===== src/c8frx_pkg.sv =====
// Package for the CRC-8 framed packet receiver.
// Holds the frame constants, the result record and the byte-wide CRC-8 step.
// No dependencies.
package c8frx_pkg;

  // Reflected CRC-8 polynomial (right-shifting register form)
  localparam logic [7:0] CRC_POLY    = 8'h8C;
  // First byte of every good frame
  localparam logic [7:0] HEADER_MARK = 8'hAA;
  // Bytes 1..7 of a frame carry the payload
  localparam int unsigned PAYLOAD_DEPTH = 7;

  // Decoded result of one completed frame
  typedef struct packed {
    logic       frame_ok;
    logic       water_full_open;
    logic       pump_full_closed;
    logic       tilt_open;
    logic       pipe_open;
    logic       halt_reply;
    logic [9:0] room_temp_raw;
    logic [8:0] coil_temp_raw;
    logic [9:0] humidity_raw;
    logic [7:0] humidity_value;
    logic [8:0] comp_temp_raw;
  } result_t;

  // One byte through the CRC-8: eight shift steps, fully unrolled
  function automatic logic [7:0] crc8_byte(input logic [7:0] crc, input logic [7:0] data);
    logic [7:0] c;
    c = crc ^ data;
    for (int k = 0; k < 8; k++) begin
      if (c[0]) begin
        c = (c >> 1) ^ CRC_POLY;
      end else begin
        c = c >> 1;
      end
    end
    return c;
  endfunction

endpackage


===== src/crc8_frame_receiver_decoder.sv =====
// Top level of the CRC-8 framed packet receiver and decoder.
// Depends on c8frx_pkg (constants, result record, CRC-8 step).
//
// Usage:
//   Byte channel (rx_byte, frame_start, byte_valid/byte_stall): one received
//   byte per transfer. frame_start marks byte 0 of a frame and restarts
//   capture, dropping any partial frame. Bytes outside an open frame are
//   dropped silently.
//   Result channel (frame_ok and decoded fields, result_valid/result_stall):
//   one transfer per completed frame, taken on byte FRAME_LEN-1 (the CRC
//   byte). When frame_ok is low every decoded field reads zero.
//   Throughput: one byte per cycle while byte_stall is low; the CRC-8
//   step, header check and payload capture all complete in the cycle the
//   byte is taken. A result is registered when its CRC byte is taken.
//   Stall: the result register is backed by one skid entry, so bytes keep
//   flowing while a result waits. byte_stall rises only once the skid entry
//   is holding a second result; it is a register output.
//   Reset (rst, synchronous): closes any open frame, clears the CRC and
//   header flag, and empties both result registers.
module crc8_frame_receiver_decoder #(
  parameter int unsigned FRAME_LEN = 9
) (
  input  logic       clk,
  input  logic       rst,
  // byte channel
  input  logic [7:0] rx_byte,
  input  logic       frame_start,
  input  logic       byte_valid,
  output logic       byte_stall,
  // result channel
  output logic       frame_ok,
  output logic       water_full_open,
  output logic       pump_full_closed,
  output logic       tilt_open,
  output logic       pipe_open,
  output logic       halt_reply,
  output logic [9:0] room_temp_raw,
  output logic [8:0] coil_temp_raw,
  output logic [9:0] humidity_raw,
  output logic [7:0] humidity_value,
  output logic [8:0] comp_temp_raw,
  output logic       result_valid,
  input  logic       result_stall
);
  import c8frx_pkg::*;

  localparam int unsigned IDX_W = $clog2(FRAME_LEN);
  localparam logic [IDX_W-1:0] LAST_IDX = IDX_W'(FRAME_LEN - 1);

  // frame state
  logic [IDX_W-1:0] byte_index;
  logic [7:0]       running_crc;
  logic             header_good;
  logic [7:0]       payload_bytes [PAYLOAD_DEPTH];

  // result register and skid entry
  result_t out_res, skid_res;
  logic    out_v, skid_v;

  logic             take;
  logic             frame_open;
  logic [IDX_W-1:0] pos;
  logic [7:0]       crc_in;
  logic             last_byte;
  logic             produce;
  logic             ok;
  result_t          res_next;

  assign take       = byte_valid && !byte_stall;
  assign frame_open = frame_start || (byte_index != '0);
  assign pos        = frame_start ? '0 : byte_index;
  assign crc_in     = frame_start ? 8'h00 : running_crc;
  assign last_byte  = (pos == LAST_IDX);
  assign produce    = take && frame_open && last_byte;
  assign ok         = header_good && (rx_byte == running_crc);

  // decode the stored payload; all zero on a bad frame
  always_comb begin
    res_next = '0;
    if (ok) begin
      res_next.frame_ok         = 1'b1;
      res_next.water_full_open  = payload_bytes[0][0];
      res_next.pump_full_closed = payload_bytes[0][1];
      res_next.tilt_open        = payload_bytes[0][5];
      res_next.pipe_open        = payload_bytes[0][7];
      res_next.halt_reply       = payload_bytes[0][6];
      res_next.room_temp_raw    = {payload_bytes[1][1:0], payload_bytes[2]};
      res_next.coil_temp_raw    = {payload_bytes[1][3:2], payload_bytes[3][7:1]};
      res_next.humidity_raw     = {payload_bytes[1][5:4], payload_bytes[4]};
      res_next.humidity_value   = payload_bytes[5];
      res_next.comp_temp_raw    = {payload_bytes[1][7:6], payload_bytes[6][7:1]};
    end
  end

  // frame tracking: CRC, header flag, byte counter
  always_ff @(posedge clk) begin
    if (rst) begin
      byte_index  <= '0;
      running_crc <= 8'h00;
      header_good <= 1'b0;
    end else if (take && frame_open) begin
      if (last_byte) begin
        byte_index  <= '0;
        running_crc <= 8'h00;
        header_good <= 1'b0;
      end else begin
        byte_index  <= pos + 1'b1;
        running_crc <= crc8_byte(crc_in, rx_byte);
        if (pos == '0) begin
          header_good <= (rx_byte == HEADER_MARK);
        end
      end
    end
  end

  // payload capture, bytes 1..7
  for (genvar i = 0; i < PAYLOAD_DEPTH; i++) begin : g_payload
    always_ff @(posedge clk) begin
      if (take && frame_open && !last_byte && (pos == IDX_W'(i + 1))) begin
        payload_bytes[i] <= rx_byte;
      end
    end
  end

  // result register with one skid entry
  always_ff @(posedge clk) begin
    if (rst) begin
      out_v  <= 1'b0;
      skid_v <= 1'b0;
    end else if (out_v && result_stall) begin
      if (produce) begin
        skid_v <= 1'b1;
      end
    end else if (skid_v) begin
      out_v  <= 1'b1;
      skid_v <= 1'b0;
    end else begin
      out_v <= produce;
    end
  end

  always_ff @(posedge clk) begin
    if (out_v && result_stall) begin
      if (produce) begin
        skid_res <= res_next;
      end
    end else if (skid_v) begin
      out_res <= skid_res;
    end else if (produce) begin
      out_res <= res_next;
    end
  end

  assign byte_stall       = skid_v;
  assign result_valid     = out_v;
  assign frame_ok         = out_res.frame_ok;
  assign water_full_open  = out_res.water_full_open;
  assign pump_full_closed = out_res.pump_full_closed;
  assign tilt_open        = out_res.tilt_open;
  assign pipe_open        = out_res.pipe_open;
  assign halt_reply       = out_res.halt_reply;
  assign room_temp_raw    = out_res.room_temp_raw;
  assign coil_temp_raw    = out_res.coil_temp_raw;
  assign humidity_raw     = out_res.humidity_raw;
  assign humidity_value   = out_res.humidity_value;
  assign comp_temp_raw    = out_res.comp_temp_raw;

endmodule


===== config.mk =====
export PLATFORM = sky130hd
export DESIGN_NAME = crc8_frame_receiver_decoder
export DESIGN_NICKNAME = d
export VERILOG_FILES = /design/src/c8frx_pkg.sv /design/src/crc8_frame_receiver_decoder.sv
export SDC_FILE = /design/constraint.sdc
export NUM_CORES = 1
export LEC_CHECK = 0
export ABC_AREA = 1
export BUFFER_PORTS_ARGS = -buffer_cell sky130_fd_sc_hd__buf_2
export CORE_ASPECT_RATIO = 0.6
export CORE_UTILIZATION = 54
export CTS_BUF_LIST = sky130_fd_sc_hd__clkbuf_16
export DETAILED_ROUTE_END_ITERATION = 10
export HOLD_SLACK_MARGIN = 0.06
export PLACE_DENSITY = 0.76
export SYNTH_ARGS = -nofsm -noshare
export SYNTH_HDL_FRONTEND = slang
export SYNTH_SLANG_ARGS = --single-unit

===== constraint.sdc =====
create_clock -name clk -period 6.1 [get_ports clk]
set_input_delay 0.915 -clock clk [delete_from_list [all_inputs] [get_ports clk]]
set_output_delay 0.915 -clock clk [all_outputs]
set_load 0.02 [all_outputs]

---- Word-level counts from Yosys, hierarchy flattened ----
Memory sizes are Yosys's and may differ from the RTL's.
Index checks and enable logic that the tools add are counted.
operators by class
  $add $sub $neg .......................... 1
  equality and inequality tests ........... 10
  muxes and demuxes ....................... 71
  bitwise operators ....................... 10
  reductions and logical operators ........ 30
operator list
  cell                 number
  $mux 8               37
  $mux 52              3
  $reduce_or 8->1      6
  $not 2->3            8
  $mux 1               23
  $mux 3               6
  $eq 4x3->1 const B   4
  $logic_and 1x1->1    13
  $eq 4x2->1 const B   2
  $eq 8x8->1           1
  $eq 8x8->1 const B   1
  $mux 4               2
  $xor 8x8->8          1
  $reduce_and 2->1     3
  $add 4x1->4 const B  1
  $eq 4x1->1 const B   1
  $eq 4x4->1 const B   1
  $logic_not 4->1      1
  $reduce_bool 2->1    2
  $reduce_bool 4->1    1
  $logic_not 1->1      2
  $reduce_or 2->1      1
  $logic_or 1x1->1     1
  $not 1->1            1
word-level totals
  flip-flop bits (word level) ............. 119
  RAM bits ................................ 56
  input port bits ......................... 13
  output and inout bits ................... 54
  word-level logic and storage cells ...... 150
  memories ................................ 1
memory list
  name           depth  bits a word  rd ports  clocked after memory_dff  write ports  RTL line                           RTL
  payload_bytes  7      8            7         0                         1            crc8_frame_receiver_decoder.sv:54  logic [7:0] payload_bytes [PAYLOAD_DEPTH];

---- Longest topological paths before layout ----
  depth after elaboration ................. 40
  mapped depth ............................ 16
  mapped depth without buffers ............ 14

---- Worst setup path before layout ----
No wires, ideal clock.
  path type ............................... input-to-reg
  from .................................... input port frame_start
  to ...................................... register out_res (netlist bit coil_temp_raw[0]), enable pin
  setup time .............................. 541 ps
  arrival time ............................ 5568 ps
  data required time ...................... 5559 ps
  setup slack ............................. -9 ps
  stages .................................. 10
  path buffers ............................ 1
  cells stage by stage .................... buf_6 > nor2_1 > inv_1 > ha_1 > inv_1 > nor2_1 > inv_1 > nor2_1 > nand3_1 > a21boi_0
between the ends
  longest elaborated chain between the ends .. 5
  elaborated cells between the ends (all ways) .. 7
  classes of those cells .................. 1 x eq/ne; 1 x mux; 5 x reduce/logical
RTL lines
  element                                          RTL line                                                              RTL
  from (decl)                                      crc8_frame_receiver_decoder.sv:27                                     input logic frame_start,
  $mux 4 or $logic_or 1x1->1 (tied branches)       crc8_frame_receiver_decoder.sv:71, crc8_frame_receiver_decoder.sv:70
  $eq 4x4->1 or $logic_and 1x1->1 (tied branches)  crc8_frame_receiver_decoder.sv:73, crc8_frame_receiver_decoder.sv:74
  $logic_and 1x1->1 *                              crc8_frame_receiver_decoder.sv:74                                     assign produce = take && frame_open && last_byte;
  $reduce_bool 2->1 (no source line) *             n/a
  $reduce_and 2->1 (no source line) *              n/a
  to (signal assigned)                             crc8_frame_receiver_decoder.sv:148                                    out_res <= skid_res;
  to (signal assigned)                             crc8_frame_receiver_decoder.sv:150                                    out_res <= res_next;
  to (decl)                                        crc8_frame_receiver_decoder.sv:57                                     result_t out_res, skid_res;
Mark *: on every way between the ends. The rest lies on a longest branch, timed or not.
A chain may end at the register's enable or synchronous reset.

---- Worst setup path after layout ----
  from .................................... input port frame_start
  to ...................................... memory payload_bytes[2][7], enable pin
between the ends
  longest elaborated chain between the ends .. 14
  elaborated cells between the ends (all ways) .. 52
  classes of those cells .................. 8 x eq/ne; 27 x mux; 17 x reduce/logical
RTL lines
  element                                                         RTL line                            RTL
  $mux 4                                                          crc8_frame_receiver_decoder.sv:71   assign pos = frame_start ? '0 : byte_index;
  $eq 4x4->1                                                      crc8_frame_receiver_decoder.sv:73   assign last_byte = (pos == LAST_IDX);
  $logic_not 1->1                                                 crc8_frame_receiver_decoder.sv:119  if (take && frame_open && !last_byte && (pos == IDX_W'(i + 1))) begin
  $logic_and 1x1->1 (2 in a row)                                  crc8_frame_receiver_decoder.sv:119
  $mux 1                                                          crc8_frame_receiver_decoder.sv:119
  $mux 1 (not written as such)                                    crc8_frame_receiver_decoder.sv:120  payload_bytes[i] <= rx_byte;
  $reduce_or 8->1 (no source line)                                n/a
  $mux 3 (no source line) or $mux 1 (tied branches) (6 in a row)  n/a
  to (decl)                                                       crc8_frame_receiver_decoder.sv:54
Several ways; a longest one is shown, not always the timed one.

==> flow_summary.json <==
{
  "grt_setup_unrepaired": "false",
  "cts.path.max_buffers": 2,
  "final_max_slew_viol_count": 0,
  "fmax_mhz": 284,
  "area_growth_syn_to_layout_pct": 13.3,
  "wirelength_mm": 14.0,
  "critPathMaxFanout": 14,
  "fp.coreArea_sq_um": 13200,
  "post-route-period-util": 0.578,
  "power.net_switching_uw": 545,
  "dp_hpwl_mm": 9.31,
  "fin_crit_ps": 3530,
  "initial_utilization": 0.569,
  "tritoncts": "built",
  "share_comb_of_total_power": 0.052,
  "syn_nets": 677,
  "timing.final.ws_setup_ps": 2570,
  "floorplan.die.width_microns": 154,
  "standby_leakage_power_uw": 0.00355,
  "start_kind": "primary input",
  "worst_ir_drop_vdd_uv": 201,
  "postRouteAntennaNets": 0,
  "die_height_microns": 93.4,
  "root_buffer_cell": "clkbuf_16",
  "power.share.switching": 0.226,
  "remaining_drc_errors": 0,
  "gr-usage-all-layers": 0.210,
  "syn_avg_cell_area_sq_um": 11.4,
  "timing.hold.worst.class": "reg2reg",
  "synthCells": 660,
  "yosysSeqAreaShare": 0.659,
  "wire_length_of_the_first_global_routing_pass_mm": 22.8,
  "max-slew-margin-rel": 0.212,
  "cts_hold_repair.buffers": 0,
  "worst-slew-pin-transition_ps": 1170,
  "yosys_register_bits": 170,
  "power_density_over_cell_area_nw_per_um2": 283,
  "internal_power_uw": 1870,
  "ys_top_cells_by_count": "nand2_1, edfxtp_1, inv_1, nor2_4, nand3_1",
  "yosys.cell_count.top_type": "nand2_1",
  "tritoncts_num_sinks": 170,
  "final_tns_setup_ps": 0,
  "pre_cts_slack_ps": 2130,
  "globalRouteOverflowTotal": 0,
  "pwr-share-clk": 0.418,
  "critPathCaptureType": "register",
  "ys_types": 37,
  "route.detailed.wl_per_inst_microns": 15.3,
  "drt_iter0_drc": 301,
  "netlist.top_cell.by_area": "edfxtp_1",
  "hold_violations": 0,
  "whs_ps": 476,
  "vias": 4656,
  "yosysWarnings": 0,
  "finClkSkew_ps": 9.41,
  "cts_inserted_buffers": 17,
  "category_of_the_critical_setup_timing_path": "in2reg",
  "io-pin-count": 67,
  "postSynth.asyncResetShare": 0,
  "synth_enable_flop_cells": 155,
  "netlist_top_cells_area": "edfxtp_1, nand2_1, nor2_4",
  "io_buffers": 66,
  "insertion_delay_ps": 420,
  "drt-pass1-iter-count": 5,
  "finalWeightedCongestion": 0.875,
  "mappedNetlistArea_sq_um": 7520,
  "worstPathArrival_ps": 3550,
  "critical_path_required_ps": 6130,
  "drive_above_1_share": 0.247,
  "maximum_number_of_pins_on_one_net_before_global_route_repair": 57,
  "antenna_cells_inserted": 0,
  "detailed_route_vias_per_instance": 5.11,
  "p_seq_frac": 0.530,
  "worst_setup_hold_path_clk_slew_ps": 60,
  "yosysTopAreaCellShare": 0.619,
  "first_global_vias": 4482,
  "fp-row-count": 32,
  "htree_levels": 4,
  "design.final.nets": 746,
  "grt_antenna_before_repair": 0,
  "ys_dominant_reg_cell": "edfxtp_1",
  "max_cap_viol_count": 0,
  "die-area_sq_um": 14400,
  "run_status": "complete, no violations",
  "post-cts-setup-buffer-count": 0,
  "cts_repair_resize_count": 0,
  "finalSetupViolations": 0
}
-- metal layers --
layer / GRT usage / part of all wire
met5: 0 / 0
met4: 0.0619 / 0.0087
met3: 0.0487 / 0.058
met2: 0.334 / 0.46
met1: 0.291 / 0.48
-- layout by cell type (no fill, tap or decap), types with 2 or more instances in the layout --
cell        Yosys  final
nand2_1       233    233
edfxtp_1      155    155
inv_1          74     76
buf_2           4     66
nor2_4         50     51
nand3_1        21     21
clkbuf_16       0     17
dfxtp_1        15     14
nor2_1         14     13
a21oi_1        11     11
nand2_2         9      9
inv_2           7      7
nor3_1          7      7
buf_4           0      5
nand4_1         4      4
o21ai_0         4      4
ha_1            4      4
o21ai_1         3      3
nor2_2          3      3
nor4_1          3      3
clkinv_2        0      3
clkinvlp_4      0      3
xnor2_1         2      2
xor2_1          2      2
inv_4           2      2
clkinv_1        1      2
nand3b_1        2      2
nand2_4         2      2
xor2_2          2      2
inv_6           0      2
clkinv_4        0      2
-- state kept, by name (all words and copies together) (netlist names), 4 cells and up --
register and flops:
comp_temp_raw 9, skid_res 52, payload_bytes 51, humidity_value 8
coil_temp_raw 9, humidity_raw 10, room_temp_raw 10, byte_index 4
running_crc 8
-- path summary, 6_finish.rpt --
check / startpoint / slack [ps] / cells after the start / to
max: frame_start / 2570 / 11 / payload_bytes[2][7]
min: byte_index[3] / 480 / 2 / byte_index[3]
max reg2reg: byte_stall / 2580 / 5 / payload_bytes[2][7]
min reg2reg: byte_index[3] / 480 / 2 / byte_index[3]
-- worst max-delay path: stages --
cell and delay (ps):
buf_2 170, nor2_1 220, inv_1 120, ha_1 220
inv_1 70, nor2_1 60, inv_1 70, nor2_1 50
nor2_2 470, inv_1 240, nor3_1 940
-- kinds of logic after synthesis --
group                    after synthesis  synth area share
adder cells (fa/ha/maj)                4           0.00665
AND/OR/NAND/NOR                      349             0.239
buffers and inverters                105            0.0622
XOR/XNOR                               7            0.0126
flip-flops                           170             0.659
AO/OA/AOI/OAI                         25            0.0210
-- power by group through the flow --
stage / sequential, uW / combinational [uW] / clock [uW]
detailed placement: 1300 / 125 / 0
floorplan: 1300 / 92.0 / 0
global placement: 1300 / 121 / 0
global route: 1280 / 142 / 1070
finish: 1280 / 126 / 1010
CTS: 1280 / 126 / 1010
-- stage by stage --
stage / util / power [uW] / std cells / instance area [sq um]
4_1_cts: 0.645 / 2420 / 912 / 8530
3_3_place_gp: 0.604 / 1420 / 880 / 7980
6_report: 0.645 / 2410 / 912 / 8530
5_1_grt: 0.645 / 2490 / 912 / 8530
2_1_floorplan: - / 1390 / 660 / 7520
3_5_place_dp: 0.604 / 1430 / 880 / 7980
-- cell type report --
type	count	area, sq um
fillers	1027	4690
inverters	84	320
repair buffers	71	368
clock buffers	17	425
clock inverters	15	125
flip-flops and latches	170	4960
well taps	170	213
multi-input cells	385	2120
No activity file was read; power rests on OpenSTA's default activity.
